`src/sv/signed_decimal_add_sub_macros.svh`:
```
// Assertion helpers, clocked on clk, disabled during reset.
`ifndef SIGNED_DECIMAL_ADD_SUB_MACROS_SVH
`define SIGNED_DECIMAL_ADD_SUB_MACROS_SVH

`define SDAS_ASSERT_SAME(label, pre, post) \
  label: assert property (@(posedge clk) disable iff (!rst_n) (pre) |-> (post)) \
    else $error("sdas assertion failed");

`define SDAS_ASSERT_NEXT(label, pre, post) \
  label: assert property (@(posedge clk) disable iff (!rst_n) (pre) |=> (post)) \
    else $error("sdas assertion failed");

`endif

```
`src/sv/sdas_pkg.sv`:
```
`default_nettype none
package sdas_pkg;

  localparam int MAX_DIGITS = 32;
  localparam int COUNT_W    = $clog2(MAX_DIGITS + 1);
  localparam int IDX_W      = $clog2(MAX_DIGITS);
  localparam int DIGIT_W    = 4;
  localparam int RADIX      = 10;

  typedef logic [DIGIT_W-1:0] digit_t;

  typedef struct packed {
    digit_t a_digit;
    digit_t b_digit;
    logic   a_negative;
    logic   b_negative;
    logic   opcode;
    logic   last_digit;
  } in_item_t;

  typedef struct packed {
    digit_t result_digit;
    logic   result_negative;
    logic   digits_dropped;
    logic   last_result;
  } out_item_t;

  typedef struct packed {
    logic subtract;
    logic swap;
    logic carry;
  } alu_ctrl_t;

  typedef struct packed {
    digit_t digit;
    logic   carry;
    logic   a_gt;
    logic   a_lt;
  } alu_stat_t;

endpackage
`default_nettype wire

```
`src/sv/sdas_digit_store.sv`:
```
`default_nettype none
module sdas_digit_store (
  input  wire logic                       clk,
  input  wire logic                       wr_en,
  input  wire logic [sdas_pkg::IDX_W-1:0] wr_addr,
  input  wire sdas_pkg::digit_t           wr_a,
  input  wire sdas_pkg::digit_t           wr_b,
  input  wire logic [sdas_pkg::IDX_W-1:0] rd_addr,
  output sdas_pkg::digit_t                rd_a,
  output sdas_pkg::digit_t                rd_b
);

  logic [2*sdas_pkg::DIGIT_W-1:0] mem [sdas_pkg::MAX_DIGITS];
  logic [2*sdas_pkg::DIGIT_W-1:0] rd_data_r;

  always_ff @(posedge clk) begin
    if (wr_en) begin
      mem[wr_addr] <= {wr_a, wr_b};
    end
    rd_data_r <= mem[rd_addr];
  end

  assign rd_a = rd_data_r[2*sdas_pkg::DIGIT_W-1:sdas_pkg::DIGIT_W];
  assign rd_b = rd_data_r[sdas_pkg::DIGIT_W-1:0];

endmodule
`default_nettype wire

```
`src/sv/sdas_digit_alu.sv`:
```
`default_nettype none
module sdas_digit_alu (
  input  wire sdas_pkg::digit_t    a,
  input  wire sdas_pkg::digit_t    b,
  input  wire sdas_pkg::alu_ctrl_t ctrl,
  output sdas_pkg::alu_stat_t      stat
);

  localparam logic [sdas_pkg::DIGIT_W:0] RADIX_V = (sdas_pkg::DIGIT_W + 1)'(sdas_pkg::RADIX);

  logic [sdas_pkg::DIGIT_W:0] x;
  logic [sdas_pkg::DIGIT_W:0] y;
  logic [sdas_pkg::DIGIT_W:0] sub_v;
  logic [sdas_pkg::DIGIT_W:0] sum_v;
  logic [sdas_pkg::DIGIT_W:0] res;

  always_comb begin
    x = ctrl.swap ? {1'b0, b} : {1'b0, a};
    y = ctrl.swap ? {1'b0, a} : {1'b0, b};
    sub_v = y + {{sdas_pkg::DIGIT_W{1'b0}}, ctrl.carry};
    sum_v = x + y + {{sdas_pkg::DIGIT_W{1'b0}}, ctrl.carry};
    if (ctrl.subtract) begin
      if (x >= sub_v) begin
        res        = x - sub_v;
        stat.carry = 1'b0;
      end else begin
        res        = x + RADIX_V - sub_v;
        stat.carry = 1'b1;
      end
    end else begin
      if (sum_v >= RADIX_V) begin
        res        = sum_v - RADIX_V;
        stat.carry = 1'b1;
      end else begin
        res        = sum_v;
        stat.carry = 1'b0;
      end
    end
    stat.digit = res[sdas_pkg::DIGIT_W-1:0];
    stat.a_gt  = (a > b);
    stat.a_lt  = (a < b);
  end

endmodule
`default_nettype wire

```
`src/sv/signed_decimal_add_sub.sv`:
```
// Channel  | Ports                  | Transfer
// ---------+------------------------+------------------------------
// input    | start, busy, in_item   | start high while busy low
// result   | out_valid, out_item    | every cycle out_valid is high
//
// A digit pair that is not last is only stored and busy stays low. The
// last pair starts a compare (unlike signs only, stops at the first
// differing digit), then an add or subtract pass and a final carry
// result; one digit store with a separate write port and a registered
// read feeds one shared digit unit. rst_n is synchronous and clears
// control state only. Results go out one per strobe, no stalls.
`default_nettype none
`include "signed_decimal_add_sub_macros.svh"
module signed_decimal_add_sub (
  input  wire logic                clk,
  input  wire logic                rst_n,
  input  wire logic                start,
  output logic                     busy,
  input  wire sdas_pkg::in_item_t  in_item,
  output logic                     out_valid,
  output sdas_pkg::out_item_t      out_item
);

  typedef enum logic [2:0] {
    IDLE, CMP_RD, CMP_EX, ADD_RD, ADD_EX, FINAL
  } state_t;

  localparam logic [sdas_pkg::COUNT_W-1:0] MAX_CNT = sdas_pkg::COUNT_W'(sdas_pkg::MAX_DIGITS);
  localparam sdas_pkg::digit_t NINE = sdas_pkg::DIGIT_W'(sdas_pkg::RADIX - 1);

  state_t                         state_r, state_nxt;
  logic [sdas_pkg::COUNT_W-1:0]   count_r, count_nxt;
  logic                           ovf_r, ovf_nxt;
  logic [sdas_pkg::IDX_W-1:0]     idx_r, idx_nxt;
  logic [sdas_pkg::IDX_W-1:0]     last_idx_r, last_idx_nxt;
  logic                           sub_r, sub_nxt;
  logic                           swap_r, swap_nxt;
  logic                           neg_r, neg_nxt;
  logic                           bneg_r, bneg_nxt;
  logic                           carry_r, carry_nxt;
  logic                           out_valid_r, out_valid_nxt;
  sdas_pkg::out_item_t            out_item_r, out_item_nxt;

  logic                           accept;
  logic                           wr_en;
  logic [sdas_pkg::COUNT_W-1:0]   n_cnt;
  logic                           b_eff;
  sdas_pkg::digit_t               a_sat, b_sat;
  sdas_pkg::digit_t               rd_a, rd_b;
  sdas_pkg::alu_ctrl_t            alu_ctrl;
  sdas_pkg::alu_stat_t            alu_stat;

  assign accept = start && (state_r == IDLE);
  assign wr_en  = accept && (count_r < MAX_CNT);
  assign a_sat  = (in_item.a_digit > NINE) ? NINE : in_item.a_digit;
  assign b_sat  = (in_item.b_digit > NINE) ? NINE : in_item.b_digit;
  assign n_cnt  = wr_en ? count_r + 1'b1 : count_r;
  assign b_eff  = in_item.b_negative ^ in_item.opcode;

  assign alu_ctrl.subtract = sub_r;
  assign alu_ctrl.swap     = swap_r;
  assign alu_ctrl.carry    = carry_r;

  sdas_digit_store u_store (
    .clk     (clk),
    .wr_en   (wr_en),
    .wr_addr (count_r[sdas_pkg::IDX_W-1:0]),
    .wr_a    (a_sat),
    .wr_b    (b_sat),
    .rd_addr (idx_r),
    .rd_a    (rd_a),
    .rd_b    (rd_b)
  );

  sdas_digit_alu u_alu (
    .a    (rd_a),
    .b    (rd_b),
    .ctrl (alu_ctrl),
    .stat (alu_stat)
  );

  always_comb begin
    state_nxt     = state_r;
    count_nxt     = count_r;
    ovf_nxt       = ovf_r;
    idx_nxt       = idx_r;
    last_idx_nxt  = last_idx_r;
    sub_nxt       = sub_r;
    swap_nxt      = swap_r;
    neg_nxt       = neg_r;
    bneg_nxt      = bneg_r;
    carry_nxt     = carry_r;
    out_valid_nxt = 1'b0;
    out_item_nxt  = out_item_r;
    case (state_r)
      IDLE: begin
        if (accept) begin
          count_nxt = n_cnt;
          if (!wr_en) begin
            ovf_nxt = 1'b1;
          end
          if (in_item.last_digit) begin
            last_idx_nxt = sdas_pkg::IDX_W'(n_cnt - 1'b1);
            sub_nxt      = (in_item.a_negative != b_eff);
            neg_nxt      = in_item.a_negative;
            bneg_nxt     = b_eff;
            swap_nxt     = 1'b0;
            carry_nxt    = 1'b0;
            if (in_item.a_negative != b_eff) begin
              idx_nxt   = sdas_pkg::IDX_W'(n_cnt - 1'b1);
              state_nxt = CMP_RD;
            end else begin
              idx_nxt   = '0;
              state_nxt = ADD_RD;
            end
          end
        end
      end
      CMP_RD: state_nxt = CMP_EX;
      CMP_EX: begin
        if (alu_stat.a_gt) begin
          idx_nxt   = '0;
          state_nxt = ADD_RD;
        end else if (alu_stat.a_lt) begin
          swap_nxt  = 1'b1;
          neg_nxt   = bneg_r;
          idx_nxt   = '0;
          state_nxt = ADD_RD;
        end else if (idx_r == '0) begin
          neg_nxt   = 1'b0;
          state_nxt = ADD_RD;
        end else begin
          idx_nxt   = idx_r - 1'b1;
          state_nxt = CMP_RD;
        end
      end
      ADD_RD: state_nxt = ADD_EX;
      ADD_EX: begin
        out_valid_nxt                = 1'b1;
        out_item_nxt.result_digit    = alu_stat.digit;
        out_item_nxt.result_negative = neg_r;
        out_item_nxt.digits_dropped  = ovf_r;
        out_item_nxt.last_result     = 1'b0;
        carry_nxt                    = alu_stat.carry;
        if (idx_r == last_idx_r) begin
          state_nxt = FINAL;
        end else begin
          idx_nxt   = idx_r + 1'b1;
          state_nxt = ADD_RD;
        end
      end
      FINAL: begin
        out_valid_nxt                = 1'b1;
        out_item_nxt.result_digit    = sub_r ? '0 : {{(sdas_pkg::DIGIT_W-1){1'b0}}, carry_r};
        out_item_nxt.result_negative = neg_r;
        out_item_nxt.digits_dropped  = ovf_r;
        out_item_nxt.last_result     = 1'b1;
        count_nxt                    = '0;
        ovf_nxt                      = 1'b0;
        state_nxt                    = IDLE;
      end
      default: state_nxt = IDLE;
    endcase
  end

  always_ff @(posedge clk) begin
    if (!rst_n) begin
      state_r     <= IDLE;
      count_r     <= '0;
      ovf_r       <= 1'b0;
      out_valid_r <= 1'b0;
    end else begin
      state_r     <= state_nxt;
      count_r     <= count_nxt;
      ovf_r       <= ovf_nxt;
      out_valid_r <= out_valid_nxt;
    end
    idx_r      <= idx_nxt;
    last_idx_r <= last_idx_nxt;
    sub_r      <= sub_nxt;
    swap_r     <= swap_nxt;
    neg_r      <= neg_nxt;
    bneg_r     <= bneg_nxt;
    carry_r    <= carry_nxt;
    out_item_r <= out_item_nxt;
  end

  assign busy      = (state_r != IDLE);
  assign out_valid = out_valid_r;
  assign out_item  = out_item_r;

  `SDAS_ASSERT_SAME(a_last_idle, out_valid && out_item.last_result, !busy && count_r == '0)
  `SDAS_ASSERT_SAME(a_count_max, 1'b1, count_r <= MAX_CNT)
  `SDAS_ASSERT_SAME(a_digit_dec, out_valid, out_item.result_digit <= NINE)
  `SDAS_ASSERT_NEXT(a_final_next, state_r == FINAL, out_valid && out_item.last_result)

endmodule
`default_nettype wire

```
`config.mk`:
```
export PLATFORM = sky130hd
export DESIGN_NAME = signed_decimal_add_sub
export DESIGN_NICKNAME = d
export VERILOG_FILES = /design/src/sv/sdas_pkg.sv /design/src/sv/sdas_digit_store.sv /design/src/sv/sdas_digit_alu.sv /design/src/sv/signed_decimal_add_sub.sv
export VERILOG_INCLUDE_DIRS = /design/src /design/src/sv
export SDC_FILE = /design/constraint.sdc
export NUM_CORES = 1
export LEC_CHECK = 0
export ABC_CLOCK_PERIOD_IN_PS = 5100
export BUFFER_PORTS_ARGS = -buffer_cell sky130_fd_sc_hd__buf_4
export CORE_MARGIN = 4
export CORE_UTILIZATION = 67
export DETAILED_ROUTE_END_ITERATION = 10
export PLACE_DENSITY = 0.94
export SETUP_SLACK_MARGIN = 0.05
export SKIP_LAST_GASP = 1
export SLEW_MARGIN = 0
export SYNTH_ARGS = -nofsm -noshare
export SYNTH_HDL_FRONTEND = slang
export SYNTH_SLANG_ARGS = --single-unit
```
`constraint.sdc`:
```
create_clock -name clk -period 5.1 [get_ports clk]
set_clock_uncertainty 0.1 [all_clocks]
set_input_delay 0 -clock clk [delete_from_list [all_inputs] [get_ports clk]]
set_output_delay 0 -clock clk [all_outputs]
set_load 0.03 [all_outputs]
```
==> impl_metrics.ini, run 1 <==
[clocking]
clock_latency_ns = 0.55
cts_tree = yes
cts-root-buf = clkbuf_16
htree_levels = 1
post-cts-setup-buffers = 0
cts_inserted_buffers = 28
clkTransAtPathRegs_ns = 0.07
clockBufferDepth = 3
clock_sinks = 297
cts_hold_buf = 9
cts_resized = 0

[logic_synthesis]
netlist-cell-type-count = 62
yosys_warnings = 0
yosysTopAreaCellShare_pct = 64.4
avgSynthCellArea_sq_um = 16.0
synth_area_leaders = edfxtp_1 (64%), mux4_2 (4.9%), mux2i_1 (4.0%), mux4_1 (3.4%), dfxtp_1 (2.9%)
yosysSeqAreaShare_pct = 67.4
synth-edff-count = 278
async_reset_ff_share_pct = 0
synth.cell_area_sq_um = 13000
ys.flop_type = edfxtp_1
synth_top_cell_by_area = edfxtp_1
syn_nets = 851
ys_ff_latch = 297
synthCells = 808

[floorplanning]
placementRows = 50
core_area_sq_um = 18800
die_w_microns = 147
num_io_pins = 24
initial_core_util_pct = 68.8
die_area_sq_um = 21600
fp.dieH_microns = 147

[job]
drv_cap = 0

[routing]
wl_microns = 27400
viasPerCell = 6.62
drt_iter0_drc = 1037
route.detailed.drc = 0
firstDrtPassIters = 5
antenna_left = 0
vias = 7400
detail_route.wl_per_cell_microns = 24.5

[timing]
setup_violations = 0
fin_crit_ns = 3.67
hold_viol = 0
fmax_mhz = 272
worstMarginPinSlew_ns = 1.35
maxSlewHeadroom_pct = 9.69
finalMaxSlewViolations = 0
period_share_pct = 72.0
grt_setup_unrepaired = no
finalSetupTns_ns = 0

[placement]
io_buffers = 23
place_congestion = 0.848
dp.final_hpwl_microns = 16600

[setup_path]
path_class = reg -> reg
path_delay_family = adder cells
crit_slowest_cell = edfxtp_1
path_max_fanout = 11
cp-end-kind = flip-flop
critPathArrivalTime_ns = 3.96
crit_chain = mux2i_1 > fa_1 > fa_1 > xnor2_1 > ha_1 > inv_1 > a221o_1 > a21oi_1 > mux2_2 > a21oi_1
critPathLaunchType = flip-flop
crit_required_ns = 5.39
crit_buf_inv = 1
slowest_delay_ns = 0.56

[layout]
layout.nets = 879
syn2layout_area_growth_pct = 9.85
n_antenna_cell = 0
nFillCells = 1009
mostFrequentLayoutCells = edfxtp_1 (278), nor2_1 (65), mux2i_1 (52)
layout_commonest_cell = edfxtp_1
final_util_pct = 75.6
drive_gt1_share_pct = 12.8

[power]
peakVddDrop_v = 0.000344
leakage_nw = 4.92
powerDensity_nw_per_um2 = 491

[grt]
antenna_found_initial = 0
grt.total_usage_pct = 25.7
grt_pass1_wl_microns = 42800
grt_pass1_vias = 7346
grt_max_degree = 93
grt-ovfl-total = 0

[run_status]
outcome = finished clean

[hold_path]
hp-class = in -> reg
[cell families after synthesis]
kind of cell	share of synthesized area, %
flops	67.4
fa+ha+maj	2.94
mux	13.2
compound gates	5.14
simple gates	6.89
buf+inv	2.77
xor+xnor	1.69
[cells in the mapped netlist (all sizes together), types with 9 or more instances]
master  count
buf        26
dfxtp      19
nand2b     11
mux2i      52
a21oi      24
edfxtp    278
nor2b      16
mux2       10
a22oi      15
inv        30
nand3      14
mux4       45
nor2       65
clkbuf     12
ha         24
xor2        9
xnor2      16
nand2      44
o21ai      22
[power breakdown]
| part | internal [mW] | switching [mW] |
|---|---|---|
| sequential | 2.79 | 0.112 |
| clock | 1.16 | 0.863 |
| combinational | 0.915 | 1.15 |
[final timing paths]
path / startpoint / endpoint / slack [ns] / cells past startpoint
setup / recovery: swap_r$_DFFE_PP_ / out_item[5]$_SDFFCE_PP0P_ / 1.43 / 10
hold / removal: in_item[10] / u_store.mem[14][6]$_DFFE_PP_ / 0.06 / 2
setup reg to reg: swap_r$_DFFE_PP_ / out_item[5]$_SDFFCE_PP0P_ / 1.43 / 10
hold reg to reg: ovf_r$_SDFFE_PN0P_ / out_item[1]$_DFFE_PP_ / 0.34 / 0
[state kept, by name, summed over array words and instances (netlist names), 3 cells and up]
name and flops:
u_store.mem 256, idx_r 5, state_r 3, out_item 7
u_store.rd_data_r 8, count_r 6, last_idx_r 5
[through the flow]
step           hold WS, ns  total power [mW]  std cells  instance area [sq um]  setup slack, ns
2_1_floorplan       0.0217              4.51        808                  13000             1.73
3_3_place_gp         0.186              4.85       1057                  13300             1.69
3_5_place_dp         0.186              4.95       1057                  13300             1.49
4_1_cts             0.0412              6.97       1118                  14200             1.47
5_1_grt             0.0752              7.31       1118                  14200             1.27
6_report            0.0552              6.99       1118                  14200             1.43
[metal layers]
layer / track usage [%] / wire [microns] / up-vias
met5: 0 / 0 / -
met4: 8.99 / 901 / 0
met3: 4.78 / 2810 / 64
met2: 41.5 / 13200 / 517
met1: 36.1 / 10500 / 3641
li1: - / - / 3178
[final cells by class]
class                           count  area (sq um)  share of cell area [%]
Inverter                           30           113                   0.791
Clock inverter                     10          97.6                   0.686
Tap cell                          260           325                    2.29
Clock buffer                       42           785                    5.51
Timing Repair Buffer               36           305                    2.15
Sequential cell                   297          8730                    61.3
Multi-Input combinational cell    443          3880                    27.2
Note: power is estimated with default switching activity, not from simulation.
==> inputs of run 2 (changes only) <==
ABC_AREA = 1   (was default)
ABC_CLOCK_PERIOD_IN_PS = 3800   (was 5100)
CORE_UTILIZATION = 63   (was 67)
PLACE_DENSITY = 0.9   (was 0.94)
clock period = 3.8 ns   (was 5.1 ns; I/O delays follow)
==> impl_metrics.ini, run 2 <==
[logic_synthesis]
synth_area_leaders = edfxtp_1 (64%), nor2_1 (6.7%), o21ai_0 (5.1%), nand2_1 (3.4%), dfxtp_1 (2.9%)
synth_compound_area_share_pct = 10.4
synthSimpleGateAreaFrac_pct = 14.0
synthAdderAreaFrac_pct = 2.93
synth.cell_area_sq_um = 13000
yosysSeqAreaShare_pct = 67.3
yosysTopAreaCellShare_pct = 64.4
netlist_top_cells_count = edfxtp_1 (278), nor2_1 (233), o21ai_0 (133), nand2_1 (116), inv_1 (52)
yosys.area_share.xor_xnor_pct = 1.40
ys.flop_type = edfxtp_1
ys_ff_latch = 297
avgSynthCellArea_sq_um = 11.4
syn_nets = 1176
synth_top_family_by_area = simple AND/OR/NAND/NOR gates
synthCells = 1133
synth-edff-count = 278
synthMuxAreaShare_pct = 0
yosysMostFrequentCell = edfxtp_1
yosys_warnings = 0
async_reset_ff_share_pct = 0
synth_top_cell_by_area = edfxtp_1
netlist-cell-type-count = 46

[layout]
n_antenna_cell = 0
reg_top3 = u_store.mem x256, u_store.rd_data_r x8, out_item x7
regArea_sq_um = 8730
mostFrequentLayoutCells = edfxtp_1 (278), nor2_1 (231), o21ai_0 (132)
design_area_sq_um = 14400
layout_commonest_cell = edfxtp_1
multi_input_area_sq_um = 3730
largest_reg_flops = 256
syn2layout_area_growth_pct = 10.8
nFillCells = 1228
top_register = u_store.mem
final_util_pct = 71.0
drive_gt1_share_pct = 8.74
layout.nets = 1201

[floorplanning]
initial_core_util_pct = 64.1
placementRows = 52
fp.dieH_microns = 151
die_area_sq_um = 22900
core_area_sq_um = 20200
num_io_pins = 24
die_w_microns = 151

[power]
clockPowerShare_pct = 29.6
internal-power_mw = 6.43
switching_share_pct = 34.0
power_mw = 9.74
pwr-share-seq_pct = 39.6
combPwrFrac_pct = 30.8
switchingPower_mw = 3.31
peakVddDrop_v = 0.000643
powerDensity_nw_per_um2 = 678
leakage_nw = 5.04

[placement]
io_buffers = 23
place_congestion = 0.888
dp_slack_ns = 0.340
placed_cell_area_sq_um = 13300
dp.final_hpwl_microns = 18400

[routing]
vias = 9225
antenna_left = 0
route.detailed.drc = 0
firstDrtPassIters = 6
wl_microns = 31400
detail_route.wl_per_cell_microns = 21.7
viasPerCell = 6.37
drt_iter0_drc = 1505

[timing]
finalSetupTns_ns = 0
worstMarginPinSlew_ns = 1.33
fin_ws_ns = 0.391
fin_crit_ns = 3.41
grt_setup_unrepaired = no
hold_viol = 0
setup_violations = 0
maxSlewHeadroom_pct = 11.6
period_share_pct = 89.7
fmax_mhz = 293
finalMaxSlewViolations = 0

[grt]
antenna_found_initial = 0
grt_pass1_wl_microns = 48600
use_met3_pct = 5.41
grt-ovfl-total = 0
busiest_layer = met2
use_met1_pct = 36.5
grt.total_usage_pct = 27.8
grt_pass1_vias = 8971
use_met2_pct = 46.2
grt_max_degree = 117

[setup_path]
path_max_fanout = 16
path_class = reg -> reg
crit_chain = o21ai_1 > inv_1 > ha_1 > ha_1 > ha_1 > inv_1 > ha_1 > fa_1 > xnor2_1 > xor2_1 > a21oi_1 > a21oi_1
r2r-end = out_item[6]$_SDFFCE_PP0P_
r2r-start = swap_r$_DFFE_PP_
cp-end-kind = flip-flop
critPathArrivalTime_ns = 3.60
crit_slowest_cell = edfxtp_1
ff2ff_setup_slack_ns = 0.39
crit_required_ns = 3.99
crit_buf_inv = 2
slowest_delay_ns = 0.56
reg2regPathDepth = 12
path_delay_family = adder cells
critPathLaunchType = flip-flop
path_common_cell = ha_1

[hold_path]
min_from = in_item[6]
hp-class = in -> reg
min_path_cells = 4
hold_end = u_store.mem[27][2]$_DFFE_PP_

[clocking]
clock_latency_ns = 0.56
clockBufferDepth = 3
cts_tree = yes
htree_levels = 1
clkTransAtPathRegs_ns = 0.06
clock_sinks = 297
cts_inserted_buffers = 29
cts-root-buf = clkbuf_16

[run_status]
outcome = finished clean

[job]
drv_cap = 0
[run 2: cell type report]
cell class	instances	share of cell area, %
Tap cell	270	2.35
Timing Repair Buffer	47	2.80
Multi-Input combinational cell	722	25.9
Clock inverter	18	1.39
Inverter	61	1.62
Sequential cell	297	60.7
Clock buffer	34	5.18
[run 2: power groups by stage]
stage / sequential [mW] / clock (mW) / combinational (mW)
detailed placement: 3.92 / 0 / 2.89
finish: 3.86 / 2.88 / 3.00
CTS: 3.86 / 2.87 / 2.93
global placement: 3.91 / 0 / 2.70
floorplan: 3.89 / 0 / 2.16
global route: 3.87 / 3.02 / 3.33
[run 2: worst max-delay path by stage]
stage	from	end	slack, ns	depth (start not counted)
finish	swap_r$_DFFE_PP_	out_item[6]$_SDFFCE_PP0P_	0.39	12
global route	swap_r$_DFFE_PP_	out_item[6]$_SDFFCE_PP0P_	0.15	13
CTS	swap_r$_DFFE_PP_	out_item[6]$_SDFFCE_PP0P_	0.34	12
detailed placement	swap_r$_DFFE_PP_	out_item[6]$_SDFFCE_PP0P_	0.34	12
global placement	swap_r$_DFFE_PP_	out_item[6]$_SDFFCE_PP0P_	0.50	12
floorplan	swap_r$_DFFE_PP_	out_item[6]$_SDFFCE_PP0P_	0.54	13
[run 2: logic make-up after synthesis]
kind of cell               count (synthesis)
and+or+nand+nor                          433
DFF                                      297
AOI/OAI and AO/OA                        242
buffers and inverters                    114
adders and majority gates                 28
xor gates and xnor gates                  19
[run 2: routing by layer]
| metal | vias to the layer above | routed length [microns] | share of wire (%) |
|---|---|---|---|
| li1 | 4061 | - | - |
| met2 | 636 | 15400 | 49 |
| met1 | 4389 | 11100 | 35 |
| met3 | 139 | 3430 | 11 |
| met4 | 0 | 1480 | 4.7 |
| met5 | - | 0 | 0 |
[run 2: what timing repair did]
item / CTS / global route
endpoints found under the setup margin: 0 / 1
hold buffers: 10 / 0
resized for setup: 0 / 1
buffers inserted: 0 / 0
endpoints found under the hold margin: 109 / 0
[run 2: through the flow]
stage / std cells / hold slack (ns)
finish: 1449 / 0.0255
global route: 1449 / 0.0429
CTS: 1449 / 0.00506
detailed placement: 1387 / 0.253
global placement: 1387 / 0.238
floorplan: 1133 / 0.0878
[run 2: tightest hold or removal path, delay by kind of cell]
| kind | cells | cell delay (ns) |
|---|---|---|
| buffers and inverters | 3 | 0.42 |
| AND/OR/NAND/NOR | 1 | 0.04 |
==> inputs of run 3 (changes only) <==
BUFFER_PORTS_ARGS = -buffer_cell sky130_fd_sc_hd__buf_2   (was -buffer_cell sky130_fd_sc_hd__buf_4)
==> impl_metrics.ini, run 3 (synthesized netlist as in run 2, its figures left out) <==
[run_status]
outcome = finished clean

[setup_path]
critPathArrivalTime_ns = 3.65
r2r-end = out_item[6]$_SDFFCE_PP0P_
r2r-start = swap_r$_DFFE_PP_
path_max_fanout = 16
critPathLaunchType = flip-flop
reg2regPathDepth = 12
cp-end-kind = flip-flop
crit_required_ns = 4.00
ff2ff_setup_slack_ns = 0.35
worstSetupStartpoint = swap_r$_DFFE_PP_
path_class = reg -> reg
cp-endpoint = out_item[6]$_SDFFCE_PP0P_

[placement]
place_congestion = 0.941
io_buffers = 23
dp.final_hpwl_microns = 17900
placed_cell_area_sq_um = 13300

[floorplanning]
core_area_sq_um = 20200
num_io_pins = 24
initial_core_util_pct = 64.1
fp.dieH_microns = 151
placementRows = 52
die_area_sq_um = 22900
die_w_microns = 151

[clocking]
clkTransAtPathRegs_ns = 0.07
cts_resized = 0
clock_latency_ns = 0.55
clockBufferDepth = 3
cts-root-buf = clkbuf_16
cts_inserted_buffers = 28
htree_levels = 1
cts_tree = yes
clock_sinks = 297

[layout]
reg_top3 = u_store.mem x256, u_store.rd_data_r x8, out_item x7
mostFrequentLayoutCells = edfxtp_1 (278), nor2_1 (231), o21ai_0 (133)
final_util_pct = 70.7
largest_reg_flops = 256
design_area_sq_um = 14300
syn2layout_area_growth_pct = 10.3
top_register = u_store.mem
n_antenna_cell = 0
layout.nets = 1202
drive_gt1_share_pct = 8.81
layout_commonest_cell = edfxtp_1

[routing]
detail_route.wl_per_cell_microns = 21.4
viasPerCell = 6.26
vias = 9077
firstDrtPassIters = 6
route.detailed.drc = 0
antenna_left = 0
wl_microns = 31000
drt_iter0_drc = 1404

[power]
combPwrFrac_pct = 30.7
pwr-share-seq_pct = 40.1
switching_share_pct = 33.9
switchingPower_mw = 3.28
internal-power_mw = 6.40
powerDensity_nw_per_um2 = 677
leakage_nw = 5.03
peakVddDrop_v = 0.000419
clockPowerShare_pct = 29.2
power_mw = 9.68

[timing]
hold_slack_ns = 0.0906
setup_violations = 0
grt_setup_unrepaired = no
maxSlewHeadroom_pct = 11.7
period_share_pct = 90.7
finalMaxSlewViolations = 0
fin_crit_ns = 3.45
worstMarginPinSlew_ns = 1.32
hold_viol = 0
fmax_mhz = 290
finalSetupTns_ns = 0

[grt]
grt_pass1_vias = 8940
antenna_found_initial = 0
grt-ovfl-total = 0
grt.total_usage_pct = 27.1
grt_max_degree = 117
grt_pass1_wl_microns = 47400

[hold_path]
hp-class = in -> reg

[job]
drv_cap = 0
## run 3: layer usage
metal / up-vias / track usage, % / wire length (microns)
met4: 0 / 13.4 / 1380
li1: 4064 / - / -
met1: 4266 / 35.4 / 11000
met3: 127 / 4.19 / 3310
met5: - / 0 / 0
met2: 620 / 44.7 / 15300
## run 3: metrics by stage
| step | setup slack (ns) | cells |
|---|---|---|
| after global routing | 0.116 | 1450 |
| after CTS | 0.395 | 1450 |
| after detailed placement | 0.411 | 1387 |
| after global placement | 0.519 | 1387 |
| final | 0.352 | 1450 |
| after floorplan | 0.543 | 1133 |
## run 3: timing repair
item	in CTS	in global routing
hold buffers	12	0
buffers inserted	0	0
hold endpoints to repair	152	0
## run 3: cell type report
type                       count  area, sq um
fill                        1233         5930
clock buffer                  35          748
inverter                      61          233
multi-input combinational    722         3730
sequential                   297         8730
clock inverter                16          174
timing repair buffer          49          353
tap                          270          338
## run 3: power by group through the flow
| stage | clock network [mW] | logic, mW | registers, mW |
|---|---|---|---|
| floorplan | 0 | 2.16 | 3.89 |
| global placement | 0 | 2.65 | 3.93 |
| detailed placement | 0 | 2.81 | 3.94 |
| CTS | 2.82 | 2.86 | 3.88 |
| global route | 2.96 | 3.27 | 3.89 |
| finish | 2.83 | 2.97 | 3.88 |
## run 3: worst max-delay path, stage by stage, from the launching register on
cell      delay (ns)
edfxtp_1        0.60
o21ai_0         0.39
inv_1           0.08
ha_1            0.21
ha_1            0.33
ha_1            0.31
inv_1           0.07
ha_1            0.20
fa_1            0.38
xnor2_1         0.22
xor2_1          0.09
a21oi_1         0.14
a21oi_1         0.08
## run 3: worst min-delay path by stage
stage | from | depth (start not counted) | slack, ns | end
2_1_floorplan | rst_n | 2 | 0.09 | ovf_r$_SDFFE_PN0P_
3_3_place_gp | in_item[2] | 2 | 0.24 | bneg_r$_DFFE_PP_
3_5_place_dp | in_item[2] | 2 | 0.26 | bneg_r$_DFFE_PP_
4_1_cts | in_item[5] | 3 | 0.07 | u_store.mem[19][1]$_DFFE_PP_
5_1_grt | in_item[5] | 3 | 0.11 | u_store.mem[25][1]$_DFFE_PP_
6_report | in_item[5] | 3 | 0.09 | u_store.mem[25][1]$_DFFE_PP_
